### config.mk
export PLATFORM = sky130hd
export DESIGN_NAME = priority_gate_linearizer_flat
export DESIGN_NICKNAME = d
export VERILOG_FILES = /design/src/design/pgl_pkg.sv /design/src/design/pgl_in_if.sv /design/src/design/pgl_out_if.sv /design/src/design/priority_gate_linearizer.sv /design/src/design/pgl_cfg_regs.sv /design/src/design/pgl_elem_mem.sv /design/src/flat_wrapper.sv
export SDC_FILE = /design/constraint.sdc
export NUM_CORES = 1
export LEC_CHECK = 0
export BUFFER_PORTS_ARGS = -buffer_cell sky130_fd_sc_hd__buf_2
export CAP_MARGIN = 10
export CORE_MARGIN = 1
export CORE_UTILIZATION = 41
export DETAILED_ROUTE_END_ITERATION = 10
export SYNTH_ARGS = -nofsm -noshare
export SYNTH_HDL_FRONTEND = slang
export SYNTH_SLANG_ARGS = --single-unit
### constraint.sdc
create_clock -name i_clk -period 6.45 [get_ports i_clk]
set_clock_uncertainty 0.15 [all_clocks]
set_input_delay 0.3225 -clock i_clk [delete_from_list [all_inputs] [get_ports i_clk]]
set_output_delay 0.3225 -clock i_clk [all_outputs]
set_load 0.01 [all_outputs]
### src/design/pgl_pkg.sv
// pgl_pkg: shared types and constants of the priority gate linearizer
// no dependencies; imported by cfg regs, element store, request interface, top level
`timescale 1ns / 1ps
`default_nettype none

package pgl_pkg;

    localparam int SAMPLE_W = 16;
    localparam int ROW_W    = 4;
    localparam int CHAN_W   = 4;
    localparam int MODES_W  = 18;
    localparam int CFG_IDX_W  = 2;
    localparam int CFG_DATA_W = 18;

    // register indexes of the configuration port
    localparam logic [CFG_IDX_W-1:0] CFG_ROW_MODES = 2'd0;
    localparam logic [CFG_IDX_W-1:0] CFG_LOW_THR   = 2'd1;
    localparam logic [CFG_IDX_W-1:0] CFG_HIGH_THR  = 2'd2;

    // reset values: 0.1 V and 1 V at 2048 codes per volt
    localparam logic signed [SAMPLE_W-1:0] LOW_THR_RST  = 16'sd205;
    localparam logic signed [SAMPLE_W-1:0] HIGH_THR_RST = 16'sd2048;

    // row modes
    localparam logic [1:0] MODE_LINEAR    = 2'd0;
    localparam logic [1:0] MODE_ALL       = 2'd1;
    localparam logic [1:0] MODE_NB_LINEAR = 2'd2;
    localparam logic [1:0] MODE_NEW_ALL   = 2'd3;

    typedef struct packed {
        logic [MODES_W-1:0]         row_modes;
        logic signed [SAMPLE_W-1:0] low_thr;
        logic signed [SAMPLE_W-1:0] high_thr;
    } t_cfg;

    // per-element stored state
    typedef struct packed {
        logic level;
        logic gate;
    } t_elem;

endpackage

`default_nettype wire

### src/design/pgl_in_if.sv
// pgl_in_if: request channel carrying one trigger element
// depends on pgl_pkg for field widths
`timescale 1ns / 1ps
`default_nettype none

interface pgl_in_if;
    import pgl_pkg::*;

    logic                       valid;
    logic                       ready;
    logic                       frame_start;
    logic                       clock_connected;
    logic signed [SAMPLE_W-1:0] clock_sample;
    logic [ROW_W-1:0]           row;
    logic [CHAN_W-1:0]          channel;
    logic                       channel_new;
    logic signed [SAMPLE_W-1:0] sample;
    logic                       mute_in;
    logic                       mute_out;

    modport source (
        output valid, frame_start, clock_connected, clock_sample, row, channel,
               channel_new, sample, mute_in, mute_out,
        input  ready
    );

    modport sink (
        input  valid, frame_start, clock_connected, clock_sample, row, channel,
               channel_new, sample, mute_in, mute_out,
        output ready
    );
endinterface

`default_nettype wire

### src/design/pgl_out_if.sv
// pgl_out_if: result channel carrying one gate bit
// no dependencies
`timescale 1ns / 1ps
`default_nettype none

interface pgl_out_if;
    logic valid;
    logic ready;
    logic gate;

    modport source (
        output valid, gate,
        input  ready
    );

    modport sink (
        input  valid, gate,
        output ready
    );
endinterface

`default_nettype wire

### src/design/priority_gate_linearizer.sv
// priority_gate_linearizer: top level, two-stage read-modify-write pipeline on the element store
// depends on pgl_pkg, pgl_in_if, pgl_out_if, pgl_cfg_regs, pgl_elem_mem
// usage
//   i_req carries one trigger element per request, in frame order (row by row,
//   channel by channel); frame_start marks the first element of a frame.
//   o_rsp returns exactly one gate bit per request, in request order.
//   the config port (i_cfg_we / i_cfg_idx / i_cfg_data) writes row modes and
//   the two comparator thresholds; write only while no request is in flight.
// throughput and pipeline
//   one request per cycle sustained while o_rsp is taken. the store is read at the
//   accepting edge; the evaluate stage then evaluates, writes back and loads the
//   result register, from which o_rsp delivers the gate.
//   back-to-back requests to one element use forwarding, so there are no bubbles.
// reset
//   synchronous, active low. block flag, clock comparator and frame enable
//   clear; the store's per-entry valid bits clear at once, so every element
//   reads as level 0 / gate 0 until written. no clearing sweep is needed.
// stall
//   when o_rsp is not taken the result register holds; a full evaluate stage
//   holds its request, and i_req.ready drops until the result moves on.
`timescale 1ns / 1ps
`default_nettype none

module priority_gate_linearizer #(
    parameter int ROWS     = 9,
    parameter int CHANNELS = 16
) (
    input  wire logic                           i_clk,
    input  wire logic                           i_rst_n,
    pgl_in_if.sink                              i_req,
    pgl_out_if.source                           o_rsp,
    input  wire logic                           i_cfg_we,
    input  wire logic [pgl_pkg::CFG_IDX_W-1:0]  i_cfg_idx,
    input  wire logic [pgl_pkg::CFG_DATA_W-1:0] i_cfg_data
);
    import pgl_pkg::*;

    localparam int ELEMS = ROWS * CHANNELS;
    localparam int IDX_W = (ELEMS > 1) ? $clog2(ELEMS) : 1;

    typedef struct packed {
        logic lvl;
        logic rise;
        logic fall;
    } t_hyst;

    // comparator checks only the threshold belonging to its current level
    function automatic t_hyst hyst(input logic lvl, input logic signed [SAMPLE_W-1:0] x,
                                   input logic signed [SAMPLE_W-1:0] lo,
                                   input logic signed [SAMPLE_W-1:0] hi);
        t_hyst h;
        h.lvl  = lvl;
        h.rise = 1'b0;
        h.fall = 1'b0;
        if (lvl) begin
            if (x <= lo) begin
                h.lvl  = 1'b0;
                h.fall = 1'b1;
            end
        end else if (x >= hi) begin
            h.lvl  = 1'b1;
            h.rise = 1'b1;
        end
        return h;
    endfunction

    t_cfg cfg;

    // handshake
    logic in_fire;
    logic s1_go;

    // read address of the incoming request
    logic [7:0]       idx_full;
    logic [IDX_W-1:0] rd_idx;
    logic             in_range;

    // evaluate stage registers
    logic                       r_s1_vld;
    logic                       r_s1_fs;
    logic                       r_s1_clk_conn;
    logic signed [SAMPLE_W-1:0] r_s1_clk;
    logic [ROW_W-1:0]           r_s1_row;
    logic                       r_s1_new;
    logic signed [SAMPLE_W-1:0] r_s1_x;
    logic                       r_s1_mute_in;
    logic                       r_s1_mute_out;
    logic                       r_s1_in_range;
    logic [IDX_W-1:0]           r_s1_idx;

    // forwarding of the write that coincided with this request's read
    logic  r_fwd_hit;
    t_elem r_fwd_data;

    // frame state
    logic r_block_flag, n_block_flag;
    logic r_clock_level, n_clock_level;
    logic r_frame_en, n_frame_en;

    // result register
    logic r_out_vld;
    logic r_out_gate;

    // evaluate stage datapath
    t_elem       mem_rd;
    t_elem       cur;
    t_elem       wr_data;
    logic        wr_en;
    logic [31:0] modes_ext;
    logic [1:0]  mode;
    logic        blk;
    t_hyst       clk_h;
    t_hyst       el_h;
    logic        g_res;

    pgl_cfg_regs u_cfg (
        .i_clk      (i_clk),
        .i_rst_n    (i_rst_n),
        .i_cfg_we   (i_cfg_we),
        .i_cfg_idx  (i_cfg_idx),
        .i_cfg_data (i_cfg_data),
        .o_cfg      (cfg)
    );

    pgl_elem_mem #(
        .DEPTH (ELEMS),
        .IDX_W (IDX_W)
    ) u_mem (
        .i_clk     (i_clk),
        .i_rst_n   (i_rst_n),
        .i_rd_en   (in_fire),
        .i_rd_idx  (rd_idx),
        .o_rd_data (mem_rd),
        .i_wr_en   (wr_en),
        .i_wr_idx  (r_s1_idx),
        .i_wr_data (wr_data)
    );

    // evaluate stage advances when the result register is free or draining
    assign s1_go       = r_s1_vld && (!r_out_vld || o_rsp.ready);
    assign i_req.ready = !r_s1_vld || s1_go;
    assign in_fire     = i_req.valid && i_req.ready;

    // flat element index, row major
    assign idx_full = 8'(i_req.row) * 8'(CHANNELS) + 8'(i_req.channel);
    assign rd_idx   = idx_full[IDX_W-1:0];
    assign in_range = ({1'b0, i_req.row} < 5'(ROWS)) && ({1'b0, i_req.channel} < 5'(CHANNELS));

    always_ff @(posedge i_clk) begin
        if (!i_rst_n) begin
            r_s1_vld  <= 1'b0;
            r_fwd_hit <= 1'b0;
        end else begin
            if (in_fire) begin
                r_s1_vld  <= 1'b1;
                // write lands at the same edge as the read, so the read sees old data
                r_fwd_hit <= wr_en && (r_s1_idx == rd_idx);
            end else if (s1_go) begin
                r_s1_vld <= 1'b0;
            end
        end
    end

    always_ff @(posedge i_clk) begin
        if (in_fire) begin
            r_s1_fs       <= i_req.frame_start;
            r_s1_clk_conn <= i_req.clock_connected;
            r_s1_clk      <= i_req.clock_sample;
            r_s1_row      <= i_req.row;
            r_s1_new      <= i_req.channel_new;
            r_s1_x        <= i_req.sample;
            r_s1_mute_in  <= i_req.mute_in;
            r_s1_mute_out <= i_req.mute_out;
            r_s1_in_range <= in_range;
            r_s1_idx      <= rd_idx;
            r_fwd_data    <= wr_data;
        end
    end

    // row mode, rows beyond the register read linear
    assign modes_ext = 32'(cfg.row_modes);
    assign mode      = modes_ext[{r_s1_row, 1'b0} +: 2];

    // element state in, with new channels starting cleared
    always_comb begin
        cur = r_fwd_hit ? r_fwd_data : mem_rd;
        if (r_s1_new) begin
            cur = '0;
        end

        // frame start: clear block flag, decide frame enable
        blk           = r_block_flag;
        n_clock_level = r_clock_level;
        n_frame_en    = r_frame_en;
        clk_h         = hyst(r_clock_level, r_s1_clk, cfg.low_thr, cfg.high_thr);
        if (r_s1_fs) begin
            blk = 1'b0;
            if (!r_s1_clk_conn) begin
                n_frame_en = 1'b1;
            end else begin
                n_clock_level = clk_h.lvl;
                n_frame_en    = clk_h.rise;
            end
        end

        // element comparator and priority gating
        wr_data      = cur;
        n_block_flag = blk;
        el_h         = hyst(cur.level, r_s1_x, cfg.low_thr, cfg.high_thr);
        if (n_frame_en && r_s1_in_range) begin
            wr_data.level = el_h.lvl;
            if (el_h.rise) begin
                wr_data.gate = ((mode == MODE_ALL) || (mode == MODE_NEW_ALL) || !blk)
                               && !r_s1_mute_in;
                case (mode)
                    MODE_NEW_ALL:   n_block_flag = wr_data.gate;
                    MODE_NB_LINEAR: n_block_flag = blk;
                    default:        n_block_flag = blk || wr_data.gate;
                endcase
            end else if (el_h.fall) begin
                wr_data.gate = 1'b0;
            end
        end

        wr_en = s1_go && r_s1_in_range;
        g_res = r_s1_in_range && wr_data.gate && !r_s1_mute_out;
    end

    always_ff @(posedge i_clk) begin
        if (!i_rst_n) begin
            r_block_flag  <= 1'b0;
            r_clock_level <= 1'b0;
            r_frame_en    <= 1'b0;
        end else if (s1_go) begin
            r_block_flag  <= n_block_flag;
            r_clock_level <= n_clock_level;
            r_frame_en    <= n_frame_en;
        end
    end

    // result register, parts the evaluate stage from the receiver
    always_ff @(posedge i_clk) begin
        if (!i_rst_n) begin
            r_out_vld <= 1'b0;
        end else if (s1_go) begin
            r_out_vld <= 1'b1;
        end else if (o_rsp.ready) begin
            r_out_vld <= 1'b0;
        end
    end

    always_ff @(posedge i_clk) begin
        if (s1_go) begin
            r_out_gate <= g_res;
        end
    end

    assign o_rsp.valid = r_out_vld;
    assign o_rsp.gate  = r_out_gate;

`ifndef SYNTHESIS
    // a request can only enter a busy evaluate stage while it moves on
    a_no_overrun: assert property (@(posedge i_clk) disable iff (!i_rst_n)
        (in_fire && r_s1_vld) |-> s1_go)
        else $error("request accepted over a stalled evaluate stage");

    // output mute always forces the delivered gate low
    a_mute_out: assert property (@(posedge i_clk) disable iff (!i_rst_n)
        (s1_go && r_s1_mute_out) |=> (o_rsp.valid && !o_rsp.gate))
        else $error("muted element produced an open gate");

    // with no clock connected a frame start always enables the frame
    a_free_run: assert property (@(posedge i_clk) disable iff (!i_rst_n)
        (s1_go && r_s1_fs && !r_s1_clk_conn) |=> r_frame_en)
        else $error("unclocked frame not enabled");

    // non-blocking linear row at frame start leaves the block flag clear
    a_nb_block: assert property (@(posedge i_clk) disable iff (!i_rst_n)
        (s1_go && r_s1_fs && (mode == MODE_NB_LINEAR)) |=> !r_block_flag)
        else $error("non-blocking row set the block flag");
`endif

endmodule

`default_nettype wire

### src/design/pgl_cfg_regs.sv
// pgl_cfg_regs: row mode and comparator threshold registers
// depends on pgl_pkg
`timescale 1ns / 1ps
`default_nettype none

module pgl_cfg_regs (
    input  wire logic                             i_clk,
    input  wire logic                             i_rst_n,
    input  wire logic                             i_cfg_we,
    input  wire logic [pgl_pkg::CFG_IDX_W-1:0]    i_cfg_idx,
    input  wire logic [pgl_pkg::CFG_DATA_W-1:0]   i_cfg_data,
    output pgl_pkg::t_cfg                         o_cfg
);
    import pgl_pkg::*;

    t_cfg r_cfg;

    always_ff @(posedge i_clk) begin
        if (!i_rst_n) begin
            r_cfg.row_modes <= '0;
            r_cfg.low_thr   <= LOW_THR_RST;
            r_cfg.high_thr  <= HIGH_THR_RST;
        end else if (i_cfg_we) begin
            case (i_cfg_idx)
                CFG_ROW_MODES: r_cfg.row_modes <= i_cfg_data[MODES_W-1:0];
                CFG_LOW_THR:   r_cfg.low_thr   <= i_cfg_data[SAMPLE_W-1:0];
                CFG_HIGH_THR:  r_cfg.high_thr  <= i_cfg_data[SAMPLE_W-1:0];
                default: begin
                    // unmapped index, write dropped
                end
            endcase
        end
    end

    assign o_cfg = r_cfg;

endmodule

`default_nettype wire

### src/design/pgl_elem_mem.sv
// pgl_elem_mem: per-element level and gate store, one write and one registered read port
// depends on pgl_pkg; entry valid bits make unwritten entries read as zero
`timescale 1ns / 1ps
`default_nettype none

module pgl_elem_mem #(
    parameter int DEPTH = 144,
    parameter int IDX_W = 8
) (
    input  wire logic             i_clk,
    input  wire logic             i_rst_n,
    input  wire logic             i_rd_en,
    input  wire logic [IDX_W-1:0] i_rd_idx,
    output pgl_pkg::t_elem        o_rd_data,
    input  wire logic             i_wr_en,
    input  wire logic [IDX_W-1:0] i_wr_idx,
    input  pgl_pkg::t_elem        i_wr_data
);
    import pgl_pkg::*;

    t_elem             r_mem [DEPTH];
    logic [DEPTH-1:0]  r_vld;
    t_elem             r_rd_data;
    logic              r_rd_vld;

    always_ff @(posedge i_clk) begin
        if (i_wr_en) begin
            r_mem[i_wr_idx] <= i_wr_data;
        end
        if (i_rd_en) begin
            r_rd_data <= r_mem[i_rd_idx];
        end
    end

    always_ff @(posedge i_clk) begin
        if (!i_rst_n) begin
            r_vld    <= '0;
            r_rd_vld <= 1'b0;
        end else begin
            if (i_wr_en) begin
                r_vld[i_wr_idx] <= 1'b1;
            end
            if (i_rd_en) begin
                r_rd_vld <= r_vld[i_rd_idx];
            end
        end
    end

    // never-written entries read as the reset state
    assign o_rd_data = r_rd_vld ? r_rd_data : '0;

endmodule

`default_nettype wire

### src/flat_wrapper.sv
// flat-port wrapper written by rule: the top's interface ports become plain ports
module priority_gate_linearizer_flat import pgl_pkg::*;
#(
    parameter int ROWS     = 9,
    parameter int CHANNELS = 16
)
  (i_clk, i_rst_n, i_cfg_we, i_cfg_idx, i_cfg_data, i_req_valid, i_req_frame_start, i_req_clock_connected, i_req_clock_sample, i_req_row, i_req_channel, i_req_channel_new, i_req_sample, i_req_mute_in, i_req_mute_out, i_req_ready, o_rsp_valid, o_rsp_gate, o_rsp_ready);
  pgl_in_if i_req_i ();
  pgl_out_if o_rsp_i ();
  input  wire logic i_clk;
  input  wire logic i_rst_n;
  input  wire logic i_cfg_we;
  input  wire logic [pgl_pkg::CFG_IDX_W-1:0] i_cfg_idx;
  input  wire logic [pgl_pkg::CFG_DATA_W-1:0] i_cfg_data;
  input wire logic [$bits(i_req_i.valid)-1:0] i_req_valid;
  input wire logic [$bits(i_req_i.frame_start)-1:0] i_req_frame_start;
  input wire logic [$bits(i_req_i.clock_connected)-1:0] i_req_clock_connected;
  input wire logic [$bits(i_req_i.clock_sample)-1:0] i_req_clock_sample;
  input wire logic [$bits(i_req_i.row)-1:0] i_req_row;
  input wire logic [$bits(i_req_i.channel)-1:0] i_req_channel;
  input wire logic [$bits(i_req_i.channel_new)-1:0] i_req_channel_new;
  input wire logic [$bits(i_req_i.sample)-1:0] i_req_sample;
  input wire logic [$bits(i_req_i.mute_in)-1:0] i_req_mute_in;
  input wire logic [$bits(i_req_i.mute_out)-1:0] i_req_mute_out;
  output wire logic [$bits(i_req_i.ready)-1:0] i_req_ready;
  output wire logic [$bits(o_rsp_i.valid)-1:0] o_rsp_valid;
  output wire logic [$bits(o_rsp_i.gate)-1:0] o_rsp_gate;
  input wire logic [$bits(o_rsp_i.ready)-1:0] o_rsp_ready;
  assign i_req_i.valid = i_req_valid;
  assign i_req_i.frame_start = i_req_frame_start;
  assign i_req_i.clock_connected = i_req_clock_connected;
  assign i_req_i.clock_sample = i_req_clock_sample;
  assign i_req_i.row = i_req_row;
  assign i_req_i.channel = i_req_channel;
  assign i_req_i.channel_new = i_req_channel_new;
  assign i_req_i.sample = i_req_sample;
  assign i_req_i.mute_in = i_req_mute_in;
  assign i_req_i.mute_out = i_req_mute_out;
  assign i_req_ready = i_req_i.ready;
  assign o_rsp_valid = o_rsp_i.valid;
  assign o_rsp_gate = o_rsp_i.gate;
  assign o_rsp_i.ready = o_rsp_ready;
  priority_gate_linearizer #(.ROWS(ROWS), .CHANNELS(CHANNELS)) u_core (.i_clk(i_clk), .i_rst_n(i_rst_n), .i_req(i_req_i), .o_rsp(o_rsp_i), .i_cfg_we(i_cfg_we), .i_cfg_idx(i_cfg_idx), .i_cfg_data(i_cfg_data));
endmodule
## Word-level counts from Yosys, hierarchy flattened

Memory sizes are Yosys's and may differ from the RTL's. A register that Yosys moved wholly into a read port is not among the register bits.
Index checks and enable logic that the tools add are counted.

- Bitwise logic cells: 1
- Shift-type cells: 1
- Equal/unequal tests: 6
- Reduce and logical (&&, ||, !) cells: 26
- $mul: 0
- Mux-type cells: 32
- Magnitude comparators: 8
- Add/sub/neg operators: 1
- Div/mod/pow operators: 0

Operators with widths:

| kind | count |
|---|---|
| 144-bit bitwise OR | 1 |
| 16-bit greater-or-equal comparator | 2 |
| 16-bit less-or-equal comparator | 2 |
| 32-bit by 6-bit indexed part select with 2-bit output | 1 |
| 1-bit 2-to-1 mux | 23 |
| 8-bit by 9-bit less-than comparator with 1-bit output, second input constant | 2 |
| 2-bit 2-to-1 mux | 6 |
| 1-bit logical AND | 9 |
| 8-bit by 4-bit adder with 8-bit output | 1 |
| 1-bit binary-select mux with 8-bit select | 1 |
| 1-bit demux with 8-bit select | 1 |
| 8-bit equality test | 1 |
| 8-bit by 1-bit greater-or-equal comparator with 1-bit output, second input constant | 1 |
| 2-bit equality test, second input constant | 3 |
| 2-bit AND reduction | 3 |
| 1-bit zero test | 5 |
| 1-bit logical OR | 5 |
| 2-bit by 1-bit equality test with 1-bit output, second input constant | 2 |
| 4-bit less-than comparator, second input constant | 1 |
| 2-bit nonzero test | 2 |
| 3-bit AND reduction | 1 |
| 2-bit zero test | 1 |
| 1-bit one-hot mux with 2 select lines | 1 |

- Bits in read-only memories: 0
- Input port bits: 70
- Bits in latches: 0
- Register bits after elaboration: 254
- Bits in writable memories: 288
- Word-level logic and storage cells: 100
- Memories kept: 1
- Output and inout port bits: 3

Memories:

| memory | words | width | rd ports | clocked after memory_dff | write ports | line | source |
|---|---|---|---|---|---|---|---|
| u_core.u_mem.r_mem | 144 | 2 | 1 | 1 | 1 | pgl_elem_mem.sv:21 | `t_elem r_mem [DEPTH];` |

## Logic depth before layout (Yosys ltp)

- Depth after elaboration: 9
- Gate-level depth with buffers: 10
- Gate-level depth less buffers: 9

## Cells and area by module

Synthesis repeated with hierarchy kept, for this count alone.

- Cell total of the unflattened synthesis: 1625
- Area total of the unflattened synthesis: 22939.5 um^2

By module, submodules not included:

| module | instances | area each (um^2) | cells each |
|---|---|---|---|
| pgl_elem_mem | 1 | 17301.6 | 1114 |
| priority_gate_linearizer | 1 | 3721.1 | 325 |
| pgl_cfg_regs | 1 | 1916.8 | 186 |

## Worst setup path before layout

OpenSTA, ideal clock, no wires.

- Path type: register to register
- Start point: reg u_core.r_s1_clk[15]
- End point: reg u_core.r_fwd_data[1] in the netlist's numbering, data pin
- Setup slack: 1780 ps
- Path buffers: 0
- Library setup time: 598 ps
- Data arrival time: 3922 ps
- Stages on the path, launching flop included: 9
- Path through: edfxtp_1 > ha_1 > nand4_1 > or4_1 > o211a_1 > nand4_1 > a31oi_1 > nor3_2 > nand2b_1

RTL lines:

| item | line | source |
|---|---|---|
| start, declared | priority_gate_linearizer.sv:82 | `logic signed [SAMPLE_W-1:0] r_s1_clk;` |
| start signal, assigned | priority_gate_linearizer.sv:168 | `r_s1_clk <= i_req.clock_sample;` |
| end signal, assigned | priority_gate_linearizer.sv:176 | `r_fwd_data <= wr_data;` |
| end, declared | priority_gate_linearizer.sv:93 | `t_elem r_fwd_data;` |

==> flow_summary.yaml <==
timing:
  setup_slack_ps: 2390
  rsz0062_at_grt: "no"
  slew_viol_final: 0
  hold_viol: 0
  setup_viol: 0
  min_period_over_period: 0.630
  fin_crit_ps: 4060
  relSlewSlack: 0.150
  fmax_mhz: 246
  setup_tns_ps: 0
  tightest_slew_ps: 1270
clock_tree:
  hold_buffers: 63
  cts_buffer_depth: 3
  worstSkewPairLatency_ps: 620
  root_buffer: "clkbuf_16"
  htree_levels: 2
  postCtsSetupRepairBufs: 0
  numCtsBuffers: 55
  cts-resized-gates: 0
  cts_tree: "yes"
  clkTransAtPathRegs_ps: 60
  clock-sinks: 540
yosys:
  synth_edf_count: 339
  synthDistinctLibCells: 61
  synth_fp_nets: 1738
  ys_seq_area_frac: 0.634
  synth_ff_type: "edfxtp_1"
  netlist.area_leader.share: 0.454
  yosysWarnings: 0
  async_flop_share: 0
  yosysTopAreaCell: "edfxtp_1"
  netlist_area_um2: 22400
  synth_area_per_cell_um2: 14.0
  synthCells: 1604
  synth_area_leaders: "edfxtp_1, dfxtp_1, mux4_2"
  synth_seq_cells: 540
floorplan:
  die_y_um: 236
  rows: 85
  core_um2: 53900
  initial_core_util: 0.416
  die_w_um: 236
  top_level_ports: 73
  die-area_um2: 55600
final_layout:
  fin_nets: 1845
  drive_above_1_share: 0.162
  mostFrequentLayoutCells: "edfxtp_1, dfxtp_1, nor2_1"
  regArea_um2: 14200
  diodes: 0
  stdcell_count: 2454
  final_common_cell: "edfxtp_1"
  syn2layout_area_growth_pct: 14.8
  multiInputGateArea_um2: 7620
  fill_cells: 4625
worst_setup_path:
  arrival_ps: 4270
  end_kind: "register"
  worstSetupPathType: "reg -> reg"
  cp_data_required_time_ps: 6660
  worst_setup_path_start_kind: "register"
  timing.critical_path.fanout_max: 95
place:
  port_buffers: 72
  dp_cells: 2287
  place_congestion: 0.901
  dp_hpwl_mm: 35.4
  pre_cts_slack_ps: 2400
pwr:
  pwr_density_cell_nw_per_um2: 287
  peakVddDrop_mv: 0.218
  leakagePower_nw: 8.71
run_status:
  status: "finished, final reports clean"
routing:
  drc: 0
  routed_wl_mm: 54.1
  first_pass_iters: 6
  postRouteAntennaNets: 0
  drtIter0Drc: 1136
  avgRoutedWirePerCell_um: 22.1
  via_per_inst: 5.61
  num_vias: 13800
grt:
  grt_max_degree: 103
  use_met1: 0.266
  globalRouteTotalUtil: 0.196
  met3_usage: 0.0331
  antenna_found_initial: 1
  grt_pass1_vias: 14200
  grt_pass1_wl_mm: 83.2
  top_usage_layer: "met2"
  grt_use_met2: 0.319
  overflow: 0
flow_run:
  maxCapViolCount: 0
min_path:
  worstHoldPathType: "in -> reg"
## sequential cells by signal (all words and copies together) (netlist names), 2 cells and up
signal / flops
u_core.r_s1_clk: 16
u_core.r_s1_idx: 8
u_core.u_mem.r_rd_data: 2
u_core.u_mem.r_mem: 288
u_core.u_cfg.o_cfg: 50
u_core.r_fwd_data: 2
u_core.r_s1_x: 16
u_core.u_mem.r_vld: 144
## metrics by stage
| step | cell area [µm²] | power, mW | util | hold slack [ps] |
|---|---|---|---|---|
| floorplan | 22400 | 4.15 | - | 271 |
| detailed placement | 23300 | 4.30 | 0.432 | 295 |
| global route | 25700 | 7.63 | 0.477 | 70.1 |
| CTS | 25700 | 7.47 | 0.477 | 28.4 |
| finish | 25700 | 7.39 | 0.477 | 60.5 |
| global placement | 23300 | 4.29 | 0.432 | 289 |
## final cells by class
cell class	count	area share
inverter	41	0.00598
clock inverter	27	0.0104
tap	696	0.0338
sequential	540	0.552
timing repair buffer	145	0.0424
clock buffer	77	0.0590
multi-input combinational	928	0.296
## cell families after synthesis
family          count (synthesis)  share of synthesized area
flops                         540                      0.634
buf+inv                       136                     0.0276
xor+xnor                        8                    0.00313
simple gates                  398                     0.0784
mux                           122                      0.117
compound gates                336                      0.104
fa+ha+maj                      64                     0.0357
## critical path, cell delays in order, from the launching register on
cell and delay (ps):
edfxtp_1 410, ha_1 340, nand4_1 190, or4_1 550
o211a_1 140, nand4_1 110, a31oi_1 190, nor3_2 290
nand2b_4 790, buf_4 550
## Yosys cell counts, types with 4 or more instances
library cell and count:
nor2b_1 18, a22oi_1 35, mux2i_1 7, o211ai_1 8, xnor2_1 8, o221ai_1 4
nand2_1 139, nor3_1 8, buf_4 4, dfxtp_1 201, ha_1 64, a21o_1 7
and2_1 4, nand4_1 21, inv_1 41, clkbuf_1 64, o21a_1 148, edfxtp_1 339
nand3_1 17, buf_2 13, o21ai_0 11, mux4_2 110, buf_6 5, nand2b_1 9
nor2_1 161, a221oi_1 8, a22o_1 12, a31oi_1 8, a21oi_1 77, buf_1 6
## report_power, final
part	total, mW	switching [mW]	leakage (nW)	internal, mW
Combinational	0.484	0.303	3.08	0.181
Sequential	3.77	0.0279	4.77	3.75
Clock	3.14	1.33	0.865	1.81
Total	7.39	1.66	8.71	5.74
## path summary, 6_finish.rpt
path | from | endpoint | slack (ps) | depth (start not counted)
hold reg to reg | u_core.u_cfg.o_cfg[30] | u_core.u_cfg.o_cfg[30] | 300 | 2
hold / removal | i_cfg_idx[0] | u_core.u_cfg.o_cfg[39] | 60 | 4
setup reg to reg | u_core.r_s1_clk[11] | u_core.u_mem.r_mem[104][1] | 2390 | 9
setup / recovery | u_core.r_s1_clk[11] | u_core.u_mem.r_mem[104][1] | 2390 | 9
## routing by layer
layer | wire [µm] | vias to the layer above | part of all wire
met5 | 17 | - | 0.00031
met4 | 1490 | 2 | 0.028
met3 | 3220 | 97 | 0.059
met2 | 25500 | 417 | 0.47
met1 | 23900 | 6936 | 0.44
li1 | - | 6304 | -
Power figures use the tool's default switching activity.
